## config.mk

```make
export PLATFORM = sky130hd
export DESIGN_NAME = pairwise_association_rule_miner
export DESIGN_NICKNAME = d
export VERILOG_FILES = /design/src/rtl/parm_pkg.sv /design/src/rtl/parm_ctrl.sv /design/src/rtl/parm_dp.sv /design/src/rtl/pairwise_association_rule_miner.sv
export SDC_FILE = /design/constraint.sdc
export NUM_CORES = 1
export LEC_CHECK = 0
export BUFFER_PORTS_ARGS = -buffer_cell sky130_fd_sc_hd__buf_2
export CORE_MARGIN = 5
export CORE_UTILIZATION = 30
export CTS_BUF_LIST = sky130_fd_sc_hd__clkbuf_4 sky130_fd_sc_hd__clkbuf_8
export CTS_CLUSTER_SIZE = 24
export DETAILED_ROUTE_END_ITERATION = 8
export PLACE_DENSITY = 0.42
export SKIP_LAST_GASP = 1
export SYNTH_ARGS = -nofsm -noshare
export SYNTH_HDL_FRONTEND = slang
export SYNTH_SLANG_ARGS = --single-unit
```

## constraint.sdc

```tcl
create_clock -name clk -period 15.5 [get_ports clk]
set_input_delay 0.775 -clock clk [delete_from_list [all_inputs] [get_ports clk]]
set_output_delay 0.775 -clock clk [all_outputs]
set_load 0.05 [all_outputs]
```

## src/rtl/parm_pkg.sv

```systemverilog
`timescale 1ns / 1ps

package parm_pkg;

	localparam int NUM_ITEMS  = 8;
	localparam int ITEM_W     = 3;
	localparam int PAIR_COUNT = (NUM_ITEMS * (NUM_ITEMS - 1)) / 2;
	localparam int PAIR_W     = 5;
	localparam int CNT_W      = 11;
	localparam int THR_W      = 9;
	localparam int PROD_W     = CNT_W + THR_W;
	localparam int MAX_TRANSACTIONS = 1024;
	localparam int CAP_INT    = (MAX_TRANSACTIONS < 2047) ? MAX_TRANSACTIONS : 2047;
	localparam logic [CNT_W-1:0] COUNT_CAP = CNT_W'(CAP_INT);

	localparam int CFG_IDX_W = 2;
	localparam logic [CFG_IDX_W-1:0] REG_MIN_SUPPORT    = 2'd0;
	localparam logic [CFG_IDX_W-1:0] REG_MIN_CONFIDENCE = 2'd1;
	localparam logic [THR_W-1:0] MIN_SUPPORT_RST    = 9'd102;
	localparam logic [THR_W-1:0] MIN_CONFIDENCE_RST = 9'd154;

	// Controller to datapath
	typedef struct packed {
		logic              count_en;
		logic              freq_en;
		logic [ITEM_W-1:0] freq_idx;
		logic              walk_en;
		logic [ITEM_W-1:0] walk_m;
		logic [ITEM_W-1:0] walk_n;
		logic              flush;
	} parm_cmd_t;

	// Datapath to controller
	typedef struct packed {
		logic can_take;
	} parm_status_t;

	function automatic logic [CNT_W-1:0] sat_inc(input logic [CNT_W-1:0] v);
		return (v < COUNT_CAP) ? v + CNT_W'(1) : COUNT_CAP;
	endfunction

	// Slot of the unordered pair {a,b}, a != b
	function automatic logic [PAIR_W-1:0] pair_slot(input logic [ITEM_W-1:0] a,
			input logic [ITEM_W-1:0] b);
		logic [ITEM_W-1:0] lo;
		logic [ITEM_W-1:0] hi;
		logic [7:0]        s;
		lo = (a < b) ? a : b;
		hi = (a < b) ? b : a;
		s = 8'(lo) * 8'(NUM_ITEMS) - ((8'(lo) * (8'(lo) + 8'd1)) >> 1)
			+ 8'(hi) - 8'(lo) - 8'd1;
		return s[PAIR_W-1:0];
	endfunction

endpackage

```

## src/rtl/parm_ctrl.sv

```systemverilog
`timescale 1ns / 1ps

module parm_ctrl
	import parm_pkg::*;
(
	input  logic         clk,
	input  logic         arst_n,
	input  logic         in_valid,
	input  logic         in_last,
	output logic         in_ready,
	input  parm_status_t status,
	output parm_cmd_t    cmd
);

	typedef enum logic [3:0] {
		ST_LOAD  = 4'b0001,
		ST_FREQ  = 4'b0010,
		ST_WALK  = 4'b0100,
		ST_FLUSH = 4'b1000
	} state_t;

	state_t              state_q;
	logic [ITEM_W-1:0]   freq_idx_q;
	logic [ITEM_W-1:0]   m_q;
	logic [ITEM_W-1:0]   n_q;

	localparam logic [ITEM_W-1:0] LAST_ITEM = ITEM_W'(NUM_ITEMS - 1);

	assign in_ready = (state_q == ST_LOAD);

	always_comb begin
		cmd          = '0;
		cmd.count_en = in_ready && in_valid;
		cmd.freq_en  = (state_q == ST_FREQ);
		cmd.freq_idx = freq_idx_q;
		cmd.walk_en  = (state_q == ST_WALK) && status.can_take;
		cmd.walk_m   = m_q;
		cmd.walk_n   = n_q;
		cmd.flush    = (state_q == ST_FLUSH) && status.can_take;
	end

	always_ff @(posedge clk or negedge arst_n) begin
		if (!arst_n) begin
			state_q    <= ST_LOAD;
			freq_idx_q <= '0;
			m_q        <= '0;
			n_q        <= '0;
		end else begin
			unique case (state_q)
				ST_LOAD: begin
					freq_idx_q <= '0;
					if (cmd.count_en && in_last)
						state_q <= ST_FREQ;
				end
				ST_FREQ: begin
					freq_idx_q <= freq_idx_q + ITEM_W'(1);
					if (freq_idx_q == LAST_ITEM) begin
						m_q     <= '0;
						n_q     <= '0;
						state_q <= ST_WALK;
					end
				end
				ST_WALK: begin
					if (status.can_take) begin
						n_q <= (n_q == LAST_ITEM) ? '0 : n_q + ITEM_W'(1);
						if (n_q == LAST_ITEM) begin
							m_q <= m_q + ITEM_W'(1);
							if (m_q == LAST_ITEM)
								state_q <= ST_FLUSH;
						end
					end
				end
				ST_FLUSH: begin
					if (status.can_take)
						state_q <= ST_LOAD;
				end
				default: state_q <= ST_LOAD;
			endcase
		end
	end

`ifndef SYNTHESIS
	a_last_leaves_load: assert property (@(posedge clk) disable iff (!arst_n)
		(in_valid && in_ready && in_last) |=> !in_ready)
		else $error("input still taken after final transaction");
`endif

endmodule

```

## src/rtl/parm_dp.sv

```systemverilog
`timescale 1ns / 1ps

module parm_dp
	import parm_pkg::*;
(
	input  logic                 clk,
	input  logic                 arst_n,
	input  logic                 cfg_we,
	input  logic [CFG_IDX_W-1:0] cfg_index,
	input  logic [THR_W-1:0]     cfg_data,
	input  logic [7:0]           item_mask,
	input  parm_cmd_t            cmd,
	output parm_status_t         status,
	input  logic                 out_ready,
	output logic                 out_valid,
	output logic [ITEM_W-1:0]    out_antecedent,
	output logic [ITEM_W-1:0]    out_consequent,
	output logic                 out_holds,
	output logic                 out_rule_valid,
	output logic                 out_last
);

	logic [THR_W-1:0]  min_sup_q;
	logic [THR_W-1:0]  min_conf_q;
	logic [CNT_W-1:0]  total_q;
	logic [CNT_W-1:0]  item_q [NUM_ITEMS];
	logic [CNT_W-1:0]  pair_q [PAIR_COUNT];
	logic [NUM_ITEMS-1:0] freq_q;

	logic              pend_valid_q;
	logic [ITEM_W-1:0] pend_m_q;
	logic [ITEM_W-1:0] pend_n_q;
	logic              pend_holds_q;

	logic [CNT_W-1:0]  mul_a;
	logic [THR_W-1:0]  mul_b;
	logic [CNT_W-1:0]  lhs_cnt;
	logic [PROD_W-1:0] product;
	logic [PROD_W-1:0] lhs;
	logic              ge;
	logic              judged;
	logic              push;

	always_ff @(posedge clk or negedge arst_n) begin
		if (!arst_n) begin
			min_sup_q  <= MIN_SUPPORT_RST;
			min_conf_q <= MIN_CONFIDENCE_RST;
		end else if (cfg_we) begin
			if (cfg_index == REG_MIN_SUPPORT)
				min_sup_q <= cfg_data;
			else if (cfg_index == REG_MIN_CONFIDENCE)
				min_conf_q <= cfg_data;
		end
	end

	// Counters: one transaction updates the total and every counter of its masked items and pairs at once
	always_ff @(posedge clk or negedge arst_n) begin
		if (!arst_n) begin
			total_q <= '0;
			for (int k = 0; k < NUM_ITEMS; k++)
				item_q[k] <= '0;
			for (int p = 0; p < PAIR_COUNT; p++)
				pair_q[p] <= '0;
		end else if (cmd.flush) begin
			total_q <= '0;
			for (int k = 0; k < NUM_ITEMS; k++)
				item_q[k] <= '0;
			for (int p = 0; p < PAIR_COUNT; p++)
				pair_q[p] <= '0;
		end else if (cmd.count_en) begin
			total_q <= sat_inc(total_q);
			for (int i = 0; i < NUM_ITEMS; i++) begin
				if (item_mask[i])
					item_q[i] <= sat_inc(item_q[i]);
				for (int j = i + 1; j < NUM_ITEMS; j++) begin
					if (item_mask[i] && item_mask[j])
						pair_q[pair_slot(ITEM_W'(i), ITEM_W'(j))] <=
							sat_inc(pair_q[pair_slot(ITEM_W'(i), ITEM_W'(j))]);
				end
			end
		end
	end

	// One shared multiplier: support test while scanning items, confidence test while walking
	always_comb begin
		if (cmd.freq_en) begin
			mul_a   = total_q;
			mul_b   = min_sup_q;
			lhs_cnt = item_q[cmd.freq_idx];
		end else begin
			mul_a   = item_q[cmd.walk_m];
			mul_b   = min_conf_q;
			lhs_cnt = pair_q[pair_slot(cmd.walk_m, cmd.walk_n)];
		end
		product = PROD_W'(mul_a) * PROD_W'(mul_b);
		lhs     = PROD_W'({lhs_cnt, 8'd0});
		ge      = (lhs >= product);
	end

	assign judged = cmd.walk_en && (cmd.walk_m != cmd.walk_n) && freq_q[cmd.walk_m]
		&& freq_q[cmd.walk_n] && (item_q[cmd.walk_m] != '0);

	always_ff @(posedge clk) begin
		if (cmd.freq_en)
			freq_q[cmd.freq_idx] <= ge;
	end

	// Hold one judged rule back so the final one can carry the last mark
	always_ff @(posedge clk or negedge arst_n) begin
		if (!arst_n) begin
			pend_valid_q <= 1'b0;
		end else if (cmd.flush) begin
			pend_valid_q <= 1'b0;
		end else if (judged) begin
			pend_valid_q <= 1'b1;
		end
	end

	always_ff @(posedge clk) begin
		if (judged) begin
			pend_m_q     <= cmd.walk_m;
			pend_n_q     <= cmd.walk_n;
			pend_holds_q <= ge;
		end
	end

	assign push = (judged && pend_valid_q) || cmd.flush;
	assign status.can_take = !out_valid || out_ready;

	always_ff @(posedge clk or negedge arst_n) begin
		if (!arst_n)
			out_valid <= 1'b0;
		else if (push)
			out_valid <= 1'b1;
		else if (out_ready)
			out_valid <= 1'b0;
	end

	always_ff @(posedge clk) begin
		if (push) begin
			out_antecedent <= pend_valid_q ? pend_m_q : '0;
			out_consequent <= pend_valid_q ? pend_n_q : '0;
			out_holds      <= pend_valid_q && pend_holds_q;
			out_rule_valid <= pend_valid_q;
			out_last       <= cmd.flush;
		end
	end

`ifndef SYNTHESIS
	a_flush_clears: assert property (@(posedge clk) disable iff (!arst_n)
		cmd.flush |=> (total_q == '0) && !pend_valid_q)
		else $error("counters not cleared after evaluation");
	a_empty_is_last: assert property (@(posedge clk) disable iff (!arst_n)
		(out_valid && !out_rule_valid) |-> out_last)
		else $error("empty result without last mark");
`endif

endmodule

```

## src/rtl/pairwise_association_rule_miner.sv

```systemverilog
`timescale 1ns / 1ps
// Channel  Dir  Beat contents
// s_*      in   tdata[7:0] item_mask, tlast last_transaction
// m_*      out  tdata[2:0] antecedent, [5:3] consequent, [6] rule_holds,
//               [7] rule_valid; tlast last_result
// cfg_*    in   cfg_index 0 min_support_q8, 1 min_confidence_q8; cfg_data[8:0]
//
// Transactions load at one beat per cycle; all item and pair counters update together.
// After the beat with tlast, s_tready drops through the support test of each item, the
// walk over every ordered item pair and a final flush, all paced by the single shared
// multiply-compare unit.
// A stall on m_tready freezes the walk; one result waits in the output register.
// Reset clears all counters and loads the default thresholds.

module pairwise_association_rule_miner
	import parm_pkg::*;
(
	input  logic                 clk,
	input  logic                 arst_n,
	input  logic                 cfg_we,
	input  logic [CFG_IDX_W-1:0] cfg_index,
	input  logic [THR_W-1:0]     cfg_data,
	input  logic                 s_tvalid,
	output logic                 s_tready,
	input  logic [7:0]           s_tdata,    // [7:0] item_mask
	input  logic                 s_tlast,
	output logic                 m_tvalid,
	input  logic                 m_tready,
	output logic [7:0]           m_tdata,    // antecedent, consequent, rule_holds, rule_valid
	output logic                 m_tlast
);

	parm_cmd_t    cmd;
	parm_status_t status;

	logic [ITEM_W-1:0] antecedent;
	logic [ITEM_W-1:0] consequent;
	logic              rule_holds;
	logic              rule_valid;
	logic [7:0]        item_mask;

	// Mask off bits above the item count
	assign item_mask = s_tdata & 8'((1 << NUM_ITEMS) - 1);

	parm_ctrl u_ctrl (
		.clk      (clk),
		.arst_n   (arst_n),
		.in_valid (s_tvalid),
		.in_last  (s_tlast),
		.in_ready (s_tready),
		.status   (status),
		.cmd      (cmd)
	);

	parm_dp u_dp (
		.clk            (clk),
		.arst_n         (arst_n),
		.cfg_we         (cfg_we),
		.cfg_index      (cfg_index),
		.cfg_data       (cfg_data),
		.item_mask      (item_mask),
		.cmd            (cmd),
		.status         (status),
		.out_ready      (m_tready),
		.out_valid      (m_tvalid),
		.out_antecedent (antecedent),
		.out_consequent (consequent),
		.out_holds      (rule_holds),
		.out_rule_valid (rule_valid),
		.out_last       (m_tlast)
	);

	// Pack result fields from the lowest bit up
	assign m_tdata = {rule_valid, rule_holds, consequent, antecedent};

`ifndef SYNTHESIS
	a_no_load_in_eval: assert property (@(posedge clk) disable iff (!arst_n)
		(s_tvalid && s_tready && s_tlast) |=> !s_tready)
		else $error("transaction accepted during evaluation");
`endif

endmodule
```

* After elaboration in Yosys (flattened, before gate mapping)
Cells that the tools add are included.
Cells by class: add/sub/neg operators 45, multipliers 2, order comparisons 46, eq/ne operators 15, multiplexer cells 119, bitwise operators 4, reductions and logical operators 126
Operators with widths (number):
- 11-bit 2-to-1 mux | 83
- 308-bit 2-to-1 mux | 2
- 11-bit by 1-bit adder with 11-bit output, second input constant | 37
- 11-bit < comparator, second input constant | 37
- 88-bit 2-to-1 mux | 2
- 2-bit nonzero test | 41
- 2-bit AND reduction | 37
- 11-bit binary-select mux with 3-bit select | 2
- 11-bit binary-select mux with 5-bit select | 1
- 1-bit logical AND | 39
- 4-bit 2-to-1 mux | 6
- 3-bit 2-to-1 mux | 7
- 19-bit by 20-bit greater-or-equal comparator with 1-bit output | 1
- 11-bit by 9-bit multiplier with 20-bit output | 1
- 3-bit one-hot mux with 2 select lines | 3
- 4-bit one-hot mux with 4 select lines | 1
- 3-bit by 4-bit < comparator with 1-bit output, second input constant | 3
- 11-bit nonzero test | 1
- 3-bit by 1-bit adder with 3-bit output, second input constant | 3
- 3-bit equality test, second input constant | 3
- 9-bit 2-to-1 mux | 1
- 8-bit bitwise mux | 1
- 4-bit greater-or-equal comparator, second input constant | 2
- 3-bit NOT with 4-bit output | 2
- 28 further kinds | 41
Storage, ports and cells: bits in registers 464, input port bits 25

* Longest topological paths before layout
Gate-level depths: netlist of the first run.
depth after elaboration 15, depth in mapped cells 33, depth with buffers taken out 29

* Cells and area by module
From an unflattened synthesis of the first run, not the netlist that was laid out.
Unflattened totals: cell total of the unflattened synthesis 3226, area total of the unflattened synthesis 30729.5 um2
Modules (own cells, without submodules):
- parm_dp | times used 1, cells each 3147, area an instance 29938.7 um2
- parm_ctrl | times used 1, cells each 77, area an instance 775.7 um2
- pairwise_association_rule_miner | times used 1, cells each 2, area an instance 15.0 um2

* Worst setup path after synthesis of the first run
Ideal clock, no wire load.
kind reg-to-reg, from register u_ctrl.m_q[2], to register u_dp.freq_q[0] (data pin), library setup time 0.235 ns, arrival time 7.448 ns, path slack 7.817 ns, cell stages (with the launch flop) 29, path buffers 3, cell sequence dfrtp_1 clkinv_1 buf_1 ha_1 o21bai_1 and2_1 clkbuf_1 mux2_2 ha_1 inv_1 ha_1 nor2_1 fa_1 ha_1 fa_1 fa_1 inv_1 ha_1 xnor2_1 buf_4 mux4_2 nand3_1 o221ai_1 ha_1 nand4_1 nor3_1 o2111ai_1 a211o_1 a21oi_1
Between the ends: word-level cells in the longest chain between the ends 15, elaborated cells between the ends (all ways) 22, those cells by class add/sub (5); mul (2); order compare (2); mux (11); bitwise (2)
Ends and longest elaborated chain:
- from (decl) | RTL line parm_ctrl.sv:24 | logic [ITEM_W-1:0] m_q;
- from (signal assigned) | RTL line parm_ctrl.sv:67 | m_q <= m_q + ITEM_W'(1);
- 3-bit < comparator | RTL line parm_pkg.sv:48, parm_pkg.sv:49
- 3-bit 2-to-1 mux | RTL line parm_pkg.sv:48 | lo = (a < b) ? a : b;
- 3-bit by 1-bit adder with 4-bit output | RTL line parm_pkg.sv:50 | s = 8'(lo) * 8'(NUM_ITEMS) - ((8'(lo) * (8'(lo) + 8'd1)) >> 1)
- 3-bit by 4-bit multiplier with 6-bit output | RTL line parm_pkg.sv:50
- 5-bit subtractor | RTL line parm_pkg.sv:50
- 5-bit by 3-bit adder with 5-bit output | RTL line parm_pkg.sv:51 | + 8'(hi) - 8'(lo) - 8'd1;
- 5-bit by 3-bit subtractor with 5-bit output | RTL line parm_pkg.sv:51
- 5-bit by 1-bit subtractor with 5-bit output | RTL line parm_pkg.sv:51
- 5-bit NOT with 6-bit output (not written as such) | RTL line parm_dp.sv:93 | lhs_cnt = pair_q[pair_slot(cmd.walk_m, cmd.walk_n)];
- 11-bit binary-select mux with 5-bit select | RTL line parm_dp.sv:93
- 11-bit 2-to-1 mux (not written as such) (2 in series) | RTL line parm_dp.sv:93
- 11-bit 2-to-1 mux | RTL line parm_dp.sv:86 | if (cmd.freq_en) begin
- 19-bit by 20-bit greater-or-equal comparator with 1-bit output * | RTL line parm_dp.sv:97 | ge = (lhs >= product);
- via u_dp.ge | RTL line parm_dp.sv:40 | logic ge;
- 8-bit bitwise mux * | RTL line parm_dp.sv:105 | freq_q[cmd.freq_idx] <= ge;
- to (signal, indexed assignment) | RTL line parm_dp.sv:105
- to (decl) | RTL line parm_dp.sv:28 | logic [NUM_ITEMS-1:0] freq_q;
Mark *: on every way through the listed nets, which the timed path passes. The rest lies on a longest branch. The select of a mux whose other input is x is not followed. A chain may end at the register's enable or synchronous reset.

* Worst setup path after layout of the first run
from register u_ctrl.m_q[2], to register u_dp.freq_q[1] (data pin)
Same word-level chain as after synthesis.

==> results of run 1 <==
-- power by group through the flow --
stage | sequential [mW] | clock, mW | combinational [mW]
after global placement | 1.72 | 0 | 3.14
after detailed placement | 1.72 | 0 | 3.18
after CTS | 1.71 | 1.42 | 3.20
final | 1.71 | 1.37 | 3.17
after global routing | 1.74 | 1.47 | 3.49
after floorplan | 1.62 | 0 | 2.35
-- metal layers --
| metal | GRT usage [%] | up-vias | wire, um |
|---|---|---|---|
| li1 | - | 11460 | - |
| met1 | 24.20 | 12410 | 43650 |
| met2 | 27.95 | 585 | 43720 |
| met3 | 3.129 | 164 | 4677 |
| met4 | 5.131 | 0 | 2815 |
| met5 | 0 | - | 0 |
-- worst max path at each step --
stage | startpoint | to | slack [ns] | cells after the start
final | u_ctrl.m_q[2] | u_dp.freq_q[1] | 6.42 | 26
after global routing | u_ctrl.m_q[2] | u_dp.freq_q[2] | 5.80 | 26
after CTS | u_ctrl.m_q[2] | u_dp.freq_q[1] | 6.50 | 26
after detailed placement | u_ctrl.m_q[2] | u_dp.freq_q[4] | 6.63 | 26
after global placement | u_ctrl.m_q[2] | u_dp.freq_q[1] | 6.73 | 26
after floorplan | u_ctrl.m_q[2] | u_dp.freq_q[0] | 7.82 | 28
-- synth_stat cells, drive strengths merged, types with 7 or more instances --
cell    count
mux4      136
o31ai      31
ha        114
a21oi      99
mux2i      43
fa         69
inv       130
mux2       34
nor2      352
a31oi      32
dfrtp     431
nand2     345
or3        10
and3      129
nor3      119
nor2b      25
dfstp       9
and2       27
nand4      49
or2        16
nand2b     37
o221ai     11
o21a        8
o21ai     367
xnor2      42
a311oi     12
and4       16
nand3     126
a21o       23
xor2       98
nor4        7
edfxtp     24
buf        68
clkbuf     82
a41oi       9
-- critical path: cells and delay by family, from the launching register on --
| kind | cells | cell delay (ns) |
|---|---|---|
| xor+xnor | 2 | 0.85 |
| compound gates | 7 | 2.02 |
| simple gates | 4 | 0.77 |
| flops | 1 | 0.68 |
| fa+ha+maj | 9 | 3.30 |
| mux | 1 | 0.44 |
| buf+inv | 3 | 0.65 |
-- through the flow --
stage	instances	hold slack, ns
after CTS	4648	0.03982
after global routing	4650	0.08760
after global placement	4476	0.4761
after floorplan	3189	0.4490
final	4650	0.05940
after detailed placement	4476	0.4829
-- state kept, by name, summed over array words and instances (netlist names), 4 cells and up --
signal	count
u_dp.item_q	88
u_ctrl.state_q	4
u_dp.min_conf_q	9
u_dp.pair_q	308
u_dp.freq_q	8
u_dp.min_sup_q	9
u_dp.total_q	11
-- cell families (layout without fill, tap and decap cells) --
family	Yosys count	in the layout	synth area share, %
flip-flops	464	464	38.32
buffers and inverters	281	372	3.826
adder cells (fa/ha/maj)	183	183	9.163
AO/OA/AOI/OAI	632	632	11.99
AND/OR/NAND/NOR	1276	1276	20.04
multiplexers	213	213	12.65
XOR/XNOR	140	140	4.002
other	0	2	0
-- area by class of cell --
type,instances,share of cell area [%]
Clock buffer,153,5.603
Multi-Input combinational cell,2444,51.93
Timing Repair Buffer,69,1.323
Antenna cell,2,0.01462
Clock inverter,19,0.3655
Tap cell,1368,5.000
Sequential cell,464,34.30
Inverter,131,1.458
-- placed cells by master, fill, tap and decap left out, types with 43 or more instances in the layout --
master / n
a21oi_1: 89
inv_1: 129
and3_1: 129
dfrtp_1: 431
clkbuf_8: 123
nor2_1: 349
nand2_1: 345
mux4_2: 136
xor2_1: 98
mux2i_1: 43
nand4_1: 47
ha_1: 113
fa_1: 68
nand3_1: 126
o21ai_0: 350
nor3_1: 103
==> summary.md, run 1 <==
| Metric | Value |
|---|---|
| Worst-path clk slew | `0.06 ns` |
| Share of cells above drive strength 1 | `14.76%` |
| Synth Area per Inst | `9.608 sq um` |
| H-tree depth | `3` |
| Power Total | `6.247 mW` |
| GPL Wtd Cong | `0.8800` |
| RSZ-0062 raised after global routing | `false` |
| Storage cell area | `0.01174 sq mm` |
| Total track usage | `around 17%` |
| Area of the multi-input gates | `0.01778 sq mm` |
| Setup_tns | `0 ns` |
| HPWL after DPL | `69110 um` |
| DP Worst Slack | `6.628 ns` |
| TritonCTS clock tree | `built` |
| Critical Path Most Common Cell | `ha_1` |
| FP Rows | `roughly 120` |
| Max-slew violations | `0` |
| Reg-to-reg slack, setup | `between 6 and 7 ns` |
| Worst Path Required | `15.86 ns` |
| Sequential-to-total area share from yosys stat | `approximately two fifths` |
| Clock share of power | `between 20 and 25%` |
| Vias in the first global route | `about 24000` |
| Hold Path Class | `input port to async pin` |
| Reg power frac | `27.4%` |
| Post-synth EDFFs | `24` |
| Power Density | `182.5 mW/mm^2` |
| I/O Buffers | `35` |
| Fillers | `10400` |
| Setup Skew | `0.04933 ns` |
| DR iter-0 viols | `1801` |
| Synth area leader | `dfrtp_1` |
| WS Path Type | `flip-flop to flip-flop` |
| Final period util | `58.58%` |
| Routed WL | `94860 um` |
| Clock buffer depth | `3` |
| Slew @ Worst Pin | `~1.2 ns` |
| Largest net degree at the start of global routing | `149` |
| Die area | `0.1086 sq mm` |
| DRC viols | `0` |
| Core area | `0.1016 sq mm` |
| Leakage | `approximately 15 nW` |
| Drt first pass iters | `5` |
| Comb power frac | `slightly above 50%` |
| End of the worst register-to-register path | `u_dp.freq_q[1]` |
| Critical path launch point type | `flip-flop` |
| Worst path arrival time | `~9.4 ns` |
| Worst-Skew Late Latency | `0.74 ns` |
| Endpoints failing hold | `0` |
| Slowest CP cell | `a21oi_1` |
| Largest stage delay, worst path | `0.75 ns` |
| Reg-to-reg critical path startpoint | `u_ctrl.m_q[2]` |
| Die width | `329.6 um` |
| Sw Pwr | `2.743 mW` |
| Worst setup EP type | `flip-flop` |
| Die height | `329.6 um` |
| Syn Nets | `between 3000 and 4000` |
| Initial core utilization | `~30%` |
| Final #Nets | `about 3400` |
| Cell Area, Synth | `0.03064 sq mm` |
| Design Area, Final | `between 0.03 and 0.04 sq mm` |
| Avg Vias per Cell | `5.294` |
| Synth Register Bits | `464` |
| Async set or reset register ratio after synthesis | `approximately 95%` |
| Post_cts resized | `0` |
| Sw frac | `between 40% and 50%` |
| Routed Antenna Nets | `0` |
| Period minus WS final | `9.079 ns` |
| Area Growth Syn to Fin | `11.72%` |
| Post-CTS Repair Setup Buffers | `0` |
| Outcome | `finished clean` |
| Sink Count | `464` |
| Crit-path max FO | `22` |
| Gate count after technology mapping | `approximately 3200` |
| Wirelength per Cell | `20.40 um` |
| Remaining Overflow, GRT | `0` |
| DP Area | `0.03218 sq mm` |
| Max-cap violations | `0` |
| Setup Viol. Count Final | `0` |
| Vias | `24620` |
| Antenna violations before repair | `3` |
| Post-cts hold buffer count | `0` |
| Post-synth cell types | `76` |
| R2R depth | `26` |
| Fmax | `between 100 and 150 MHz` |
| VDD IR-drop max | `0.0002938 V` |
| P_int | `3.504 mW` |
| Yosys warns | `0` |
| Num CTS Buffers | `93` |
| Top_reg_cell synth | `dfrtp_1` |
| Ports | `36` |
| Finished Core Util | `33.70%` |
| Synth area leaders | `dfrtp_1 35%, mux4_2 10%, o21ai_0 5.7%` |
| Clock root cell | `clkbuf_8` |
| First-pass GRT wire length | `148300 um` |
| Top cell type's share of synthesized area | `35.20%` |
| Setup ws final | `6.421 ns` |
| Slew headroom | `19.90%` |
Note: power is estimated with default switching activity, not from simulation.
==> inputs of run 2 (changes only) <==
--- a/config.mk
+++ b/config.mk
@@ -11,7 +11,7 @@
 export CTS_BUF_LIST = sky130_fd_sc_hd__clkbuf_4 sky130_fd_sc_hd__clkbuf_8
 export CTS_CLUSTER_SIZE = 24
 export DETAILED_ROUTE_END_ITERATION = 8
-export PLACE_DENSITY = 0.42
+export PLACE_DENSITY = 0.43
 export SKIP_LAST_GASP = 1
 export SYNTH_ARGS = -nofsm -noshare
 export SYNTH_HDL_FRONTEND = slang
==> constraint.sdc (replaced) <==
create_clock -name clk -period 7.5 [get_ports clk]
set_input_delay 0.375 -clock clk [delete_from_list [all_inputs] [get_ports clk]]
set_output_delay 0.375 -clock clk [all_outputs]
set_load 0.05 [all_outputs]
==> run 2 against run 1 <==
Effect of this change:
- the flow now finishes with violations (max-capacitance violations, max-slew violations)
- clock power up 110%
- via count is essentially flat
- critical path depth rose by 2
- routed wire length increased by 2.8%
- sequential power increased by 100%
- non-clock buffer count grew 103
==> summary.md, run 2 (synthesized netlist as in run 1, its figures left out) <==
| Metric | Value |
|---|---|
| Outcome | `finished, violations left` |
| Failing checks | `max-capacitance violations, max-slew violations` |
| Clock buffer depth | `3 (unchanged)` |
| Slew headroom | `-16.61% (-37 points)` |
| TritonCTS clock tree | `built` |
| Sw Pwr | `6.049 mW (+120%)` |
| Clock root cell | `clkbuf_8` |
| Remaining Overflow, GRT | `0 (unchanged)` |
| Max-cap violations | `1 (+1)` |
| FP Rows | `117 (unchanged)` |
| Final #Nets | `3514 (+3.0%)` |
| Area Growth Syn to Fin | `15.53%` |
| Area of the multi-input gates | `0.01793 sq mm (+0.85%)` |
| Design Area, Final | `0.03540 sq mm (+3.4%)` |
| Ports | `36 (unchanged)` |
| I/O Buffers | `35 (unchanged)` |
| DP Worst Slack | `0.001867 ns (-6.626 ns)` |
| Slew @ Worst Pin | `1.749 ns (+0.5811 ns)` |
| Fmax | `137.7 MHz (+25%)` |
| DRC viols | `0 (unchanged)` |
| Initial core utilization | `30.16% (unchanged)` |
| Hold Path Class | `input port to flip-flop` |
| Die width | `329.6 um (unchanged)` |
| WS Path Type | `flip-flop to flip-flop` |
| Worst-Skew Late Latency | `0.73 ns (about the same)` |
| DP Area | `0.03279 sq mm (+1.9%)` |
| Fillers | `10490 (+0.87%)` |
| DR iter-0 viols | `1873 (+4.0%)` |
| Largest regs | `u_dp.pair_q: 308 flops, u_dp.item_q: 88 flops, u_dp.total_q: 11 flops` |
| Setup ws final | `0.2403 ns (-6.180 ns)` |
| Drt first pass iters | `5 (unchanged)` |
| Num CTS Buffers | `92 (-1.1%)` |
| Worst Path Required | `8.07 ns (-7.79 ns)` |
| P_int | `8.112 mW (+130%)` |
| Final period util | `96.80% (+38 points)` |
| Setup Viol. Count Final | `0 (unchanged)` |
| Leakage | `15.68 nW (+3.7%)` |
| Worst setup EP type | `flip-flop` |
| Top reg by flops | `u_dp.pair_q` |
| Share of cells above drive strength 1 | `17.75% (+3.0 points)` |
| Die area | `0.1086 sq mm (unchanged)` |
| Die height | `329.6 um (unchanged)` |
| Hold_ws | `0.2241 ns (+0.1647 ns)` |
| Sink Count | `464 (unchanged)` |
| Clock share of power | `20.4% (-1.5 points)` |
| Commonest non-fill, non-tap cell in the layout | `dfrtp_1` |
| Endpoints failing hold | `0 (unchanged)` |
| Antenna violations before repair | `4 (+1)` |
| Critical Path Most Common Cell | `ha_1` |
| Reg-to-reg critical path startpoint | `u_ctrl.m_q[1]` |
| Power Density | `400.1 mW/mm^2 (+120%)` |
| Highest-count cells in the layout ignoring fill and taps | `428 x dfrtp_1, 348 x nor2_1, 347 x o21ai_0` |
| Worst hold path startpoint | `cfg_index[1]` |
| Vias in the first global route | `23970 (-2.1%)` |
| Sw frac | `42.72% (-1.2 points)` |
| Largest net degree at the start of global routing | `156 (+4.7%)` |
| Slowest CP cell | `fa_1` |
| Core area | `0.1016 sq mm (unchanged)` |
| Worst path arrival time | `7.83 ns (-1.61 ns)` |
| Crit path launch | `u_ctrl.m_q[1]` |
| Avg Vias per Cell | `5.185 (-2.1%)` |
| Max-slew violations | `2 (+2)` |
| Comb power frac | `55.0% (+4.2 points)` |
| Total track usage | `17.81% (+0.38 points)` |
| H-tree depth | `3 (unchanged)` |
| First-pass GRT wire length | `151100 um (+1.9%)` |
| Wirelength per Cell | `20.52 um (+0.59%)` |
| Largest register FFs | `308 (unchanged)` |
| Largest stage delay, worst path | `0.52 ns (-0.23 ns)` |
| Period minus WS final | `7.260 ns (-1.820 ns)` |
| Reg power frac | `24.6% (-2.8 points)` |
| GPL Wtd Cong | `0.8392 (-4.6%)` |
| Worst-path clk slew | `0.06 ns (about the same)` |
| Crit-path max FO | `7 (-68%)` |
| HPWL after DPL | `69690 um (+0.84%)` |
| Routed WL | `97500 um (+2.8%)` |
| Vias | `24630 (+0.061%)` |
| Routed Antenna Nets | `0 (unchanged)` |
| Storage cell area | `0.01175 sq mm (about the same)` |
| VDD IR-drop max | `0.0005096 V (+73%)` |
| Critical path launch point type | `flip-flop` |
| Setup Skew | `0.03128 ns (-0.01806 ns)` |
[run 2: changes by cell type in the layout (fill, tap and decap cells not counted), moves of 4 or more]
cell and change:
clkinv_2 -5, clkbuf_4 +5, mux2i_2 +4, buf_4 +75
a21oi_2 +5, clkbuf_8 -5, buf_12 +8, dlygate4sd3_1 +13
a21oi_1 -6, mux2i_1 -5
[run 2: what timing repair did]
action / 4_1_cts / 5_1_grt
gates resized for setup: 1 / 36
setup endpoints to repair: 9 / 9
pin swaps: 0 / 9
hold endpoints to repair: 125 / 1
buffers inserted: 0 / 18
cloned: 0 / 5
hold buffers: 12 / 1
[run 2: worst paths after layout]
check | end | slack (ns) | depth (start not counted)
worst max-delay path | u_dp.freq_q[2] | 0.24 | 28
worst min-delay path | u_dp.min_sup_q[0] | 0.22 | 4
worst max register to register | u_dp.freq_q[2] | 0.24 | 28
worst min register to register | u_dp.pair_q[0] | 0.48 | 1
max in group asynchronous | u_dp.item_q[5] | 5.64 | 3
min in group asynchronous | u_dp.pair_q[286] | 0.32 | 2
[run 2: layer usage]
layer  vias up  global-route usage, %  part of all wire [%]
met5         -                      0                 0.013
met4         2                  4.213                   2.3
met3       129                  2.804                   4.3
met2       501                  27.41                    45
met1     12330                  26.36                    49
li1      11670                      -                     -
[run 2: layout make-up]
cell class,count,share of cell area (%)
antenna,2,0.01414
clock buffer,153,5.330
clock inverter,16,0.5479
inverter,131,1.410
multi-input combinational,2445,50.65
sequential,464,33.18
tap,1368,4.835
timing repair buffer,172,4.029
[run 2: per-stage QoR]
step | TNS [ns] | util [%] | total power [mW] | std cells
global route | -0.05426 | 34.84 | 15.15 | 4751
CTS | 0 | 34.46 | 13.69 | 4725
finish | 0 | 34.84 | 14.16 | 4751
floorplan | 0 | - | 8.211 | 3189
global placement | -0.2270 | 32.28 | 10.68 | 4544
detailed placement | 0 | 32.28 | 10.65 | 4544
[run 2: critical path, delay by kind of cell, from the launching register on]
family	cells	cell delay, ns
simple gates	6	0.83
xor+xnor	1	0.20
mux	2	0.86
buf+inv	5	0.68
fa+ha+maj	9	3.05
compound gates	5	1.05
flops	1	0.44
[run 2: power groups by stage]
| stage | Clock (mW) | Sequential, mW | Combinational [mW] |
|---|---|---|---|
| global placement | 0 | 3.51 | 7.17 |
| detailed placement | 0 | 3.51 | 7.14 |
| CTS | 3.01 | 3.47 | 7.22 |
| global route | 3.12 | 3.53 | 8.50 |
| floorplan | 0 | 3.34 | 4.87 |
| finish | 2.89 | 3.48 | 7.78 |
==> inputs of run 3 (changes only) <==
--- a/config.mk
+++ b/config.mk
@@ -11,8 +11,9 @@
 export CTS_BUF_LIST = sky130_fd_sc_hd__clkbuf_4 sky130_fd_sc_hd__clkbuf_8
 export CTS_CLUSTER_SIZE = 24
 export DETAILED_ROUTE_END_ITERATION = 8
-export PLACE_DENSITY = 0.43
+export PLACE_DENSITY = 0.42
 export SKIP_LAST_GASP = 1
+export SLEW_MARGIN = 0
 export SYNTH_ARGS = -nofsm -noshare
 export SYNTH_HDL_FRONTEND = slang
 export SYNTH_SLANG_ARGS = --single-unit
==> constraint.sdc (replaced) <==
create_clock -name clk -period 7.2 [get_ports clk]
set_input_delay 0.36 -clock clk [delete_from_list [all_inputs] [get_ports clk]]
set_output_delay 0.36 -clock clk [all_outputs]
set_load 0.05 [all_outputs]
==> run 3 against run 2 <==
Effect of this change:
- the flow now finishes without violations
- power rose by 4.3%
- non-clock buffer count rose by 36
- final cell count rose by 0.76%
- largest cell class unchanged
- fmax rose by 3.8%
- sequential power rose by 4%
- sequential cell count did not move
- largest power group unchanged
- global-route usage rose by 0.35 points
==> summary.md, run 3 (synthesized netlist as in run 1, its figures left out) <==
| Metric | Value |
|---|---|
| Outcome | `finished clean` |
| DR iter-0 viols | `1906 (+1.8%)` |
| Layout Cells excl Fill | `4787 (+0.76%)` |
| Largest stage delay, worst path | `0.55 ns (+0.03 ns)` |
| Total track usage | `18.15% (+0.35 points)` |
| Hold_ws | `0.1789 ns (-0.04518 ns)` |
| GPL Wtd Cong | `0.8703 (+3.7%)` |
| Antenna violations before repair | `5 (+1)` |
| Max-cap violations | `0 (-1)` |
| Hold Path Class | `input port to flip-flop` |
| Clock root cell | `clkbuf_8` |
| VDD IR-drop max | `0.0004812 V (-5.6%)` |
| Design Area, Final | `0.03564 sq mm (+0.68%)` |
| I/O Buffers | `35 (unchanged)` |
| Die area | `0.1086 sq mm (unchanged)` |
| TritonCTS clock tree | `built` |
| HPWL after DPL | `72600 um (+4.2%)` |
| Critical path launch point type | `flip-flop` |
| Area Growth Syn to Fin | `16.31%` |
| Die height | `329.6 um (unchanged)` |
| Cell family with most CP delay | `adder cells` |
| Period minus WS final | `6.994 ns (-0.2660 ns)` |
| Slew @ Worst Pin | `1.127 ns (-0.6219 ns)` |
| Worst Path Required | `7.66 ns (-0.41 ns)` |
| Sink Count | `464 (unchanged)` |
| Top reg by flops | `u_dp.pair_q` |
| DP Area | `0.03308 sq mm (+0.87%)` |
| DP Worst Slack | `-0.1668 ns (-0.1687 ns)` |
| Worst setup EP type | `flip-flop` |
| Die width | `329.6 um (unchanged)` |
| Largest net degree at the start of global routing | `159 (+1.9%)` |
| Avg Vias per Cell | `5.322 (+2.6%)` |
| Crit-path max FO | `9 (+2)` |
| CP bufs+invs | `8 (+3)` |
| FP Rows | `117 (unchanged)` |
| Final #Nets | `3549 (+1.0%)` |
| Worst-path clk slew | `0.06 ns (about the same)` |
| Leakage | `15.89 nW (+1.3%)` |
| Clock buffer depth | `3 (unchanged)` |
| Remaining Overflow, GRT | `0 (unchanged)` |
| Share of cells above drive strength 1 | `18.62% (+0.87 points)` |
| Final period util | `97.14% (+0.34 points)` |
| Largest regs | `u_dp.pair_q: 308 flops, u_dp.item_q: 88 flops, u_dp.total_q: 11 flops` |
| R2R depth | `28 (unchanged)` |
| Slowest CP cell | `mux4_2` |
| Initial core utilization | `30.16% (unchanged)` |
| Fillers | `10370 (-1.2%)` |
| Levels on crit path | `28 (unchanged)` |
| Wirelength per Cell | `20.81 um (+1.4%)` |
| H-tree depth | `3 (unchanged)` |
| Routed Antenna Nets | `0 (unchanged)` |
| Num CTS Buffers | `92 (unchanged)` |
| Hold path depth | `3 (-1)` |
| Fmax | `143.0 MHz (+3.8%)` |
| Highest-count cells in the layout ignoring fill and taps | `430 x dfrtp_1, 348 x nor2_1, 346 x o21ai_0` |
| Slew headroom | `24.53% (+41 points)` |
| Setup Viol. Count Final | `0 (unchanged)` |
| Worst-Skew Late Latency | `0.73 ns (about the same)` |
| Setup Skew | `0.02911 ns (-0.002162 ns)` |
| WS Path Type | `flip-flop to flip-flop` |
| Commonest non-fill, non-tap cell in the layout | `dfrtp_1` |
| Power Total | `14.77 mW (+4.3%)` |
| Max-slew violations | `0 (-2)` |
| Routed WL | `99600 um (+2.2%)` |
| Setup ws final | `0.2063 ns (-0.03401 ns)` |
| Largest register FFs | `308 (unchanged)` |
| DRC viols | `0 (unchanged)` |
| Core area | `0.1016 sq mm (unchanged)` |
| Ports | `36 (unchanged)` |
| Worst path arrival time | `7.45 ns (-0.38 ns)` |
| Endpoints failing hold | `0 (unchanged)` |
| Vias | `25480 (+3.4%)` |
| Vias in the first global route | `25220 (+5.2%)` |
| Drt first pass iters | `6 (+1)` |
| Power Density | `414.5 mW/mm^2 (+3.6%)` |
| First-pass GRT wire length | `154200 um (+2.0%)` |
| Placed Instances | `4583 (+0.86%)` |
run 3: changes by cell type in the layout (fill, tap and decap cells not counted), moves of 3 or more:
cell	previous run	this run
clkbuf_8	118	114
clkinv_2	8	13
mux2i_2	4	0
buf_6	3	6
buf_4	108	139
mux2i_1	38	42
a21oi_1	83	80
run 3: final timing paths:
kind	slack, ns	to	from
setup / recovery	0.21	u_dp.freq_q[1]	u_ctrl.m_q[0]
hold / removal	0.18	u_dp.out_valid	m_tready
setup reg to reg	0.21	u_dp.freq_q[1]	u_ctrl.m_q[0]
hold reg to reg	0.51	u_dp.pair_q[0]	u_dp.pair_q[10]
max in group asynchronous	5.33	u_ctrl.m_q[0]	arst_n
min in group asynchronous	0.29	u_dp.pair_q[286]	arst_n
run 3: what timing repair did:
action,CTS,global route
hold buffers,13,0
pin swaps,3,12
endpoints found under the hold margin,120,0
setup buffers,4,12
gates cloned,0,3
resized for setup,8,41
endpoints found under the setup margin,9,9
run 3: worst min-delay path, cell delays in order:
cell	delay (ns)
buf_2	0.07
nand2b_1	0.31
nand2b_1	0.10
run 3: per-stage QoR:
stage               utilization (%)  TNS (ns)
CTS                           34.77         0
global route                  35.08  -0.06446
floorplan                         -         0
global placement              32.56  -0.05301
detailed placement            32.56    -1.500
finish                        35.08         0
run 3: power by group:
group          total, mW  leakage (nW)  internal, mW  switching, mW
clock network       2.98          1.09          1.72           1.26
registers           3.62          6.13          3.13          0.492
logic               8.17          8.66          3.66           4.52
run 3: final cells by class:
| cell class | count | area (sq um) | area share [%] |
|---|---|---|---|
| clock buffer | 149 | 1832 | 5.140 |
| inverter | 131 | 500.5 | 1.404 |
| multi-input combinational | 2444 | 17920 | 50.29 |
| tap | 1368 | 1712 | 4.803 |
| timing repair buffer | 208 | 1712 | 4.803 |
| antenna | 3 | 7.507 | 0.02106 |
| clock inverter | 20 | 210.2 | 0.5898 |
| sequential | 464 | 11740 | 32.95 |
run 3: per-layer routing:
layer  GRT usage [%]  part of all wire (%)  vias to the layer above
met1           25.38                    46                    12920
met4           4.992                   2.8                        2
met2           29.24                    46                      636
met5               0                 0.013                        -
met3           3.063                   4.9                      156
li1                -                     -                    11760
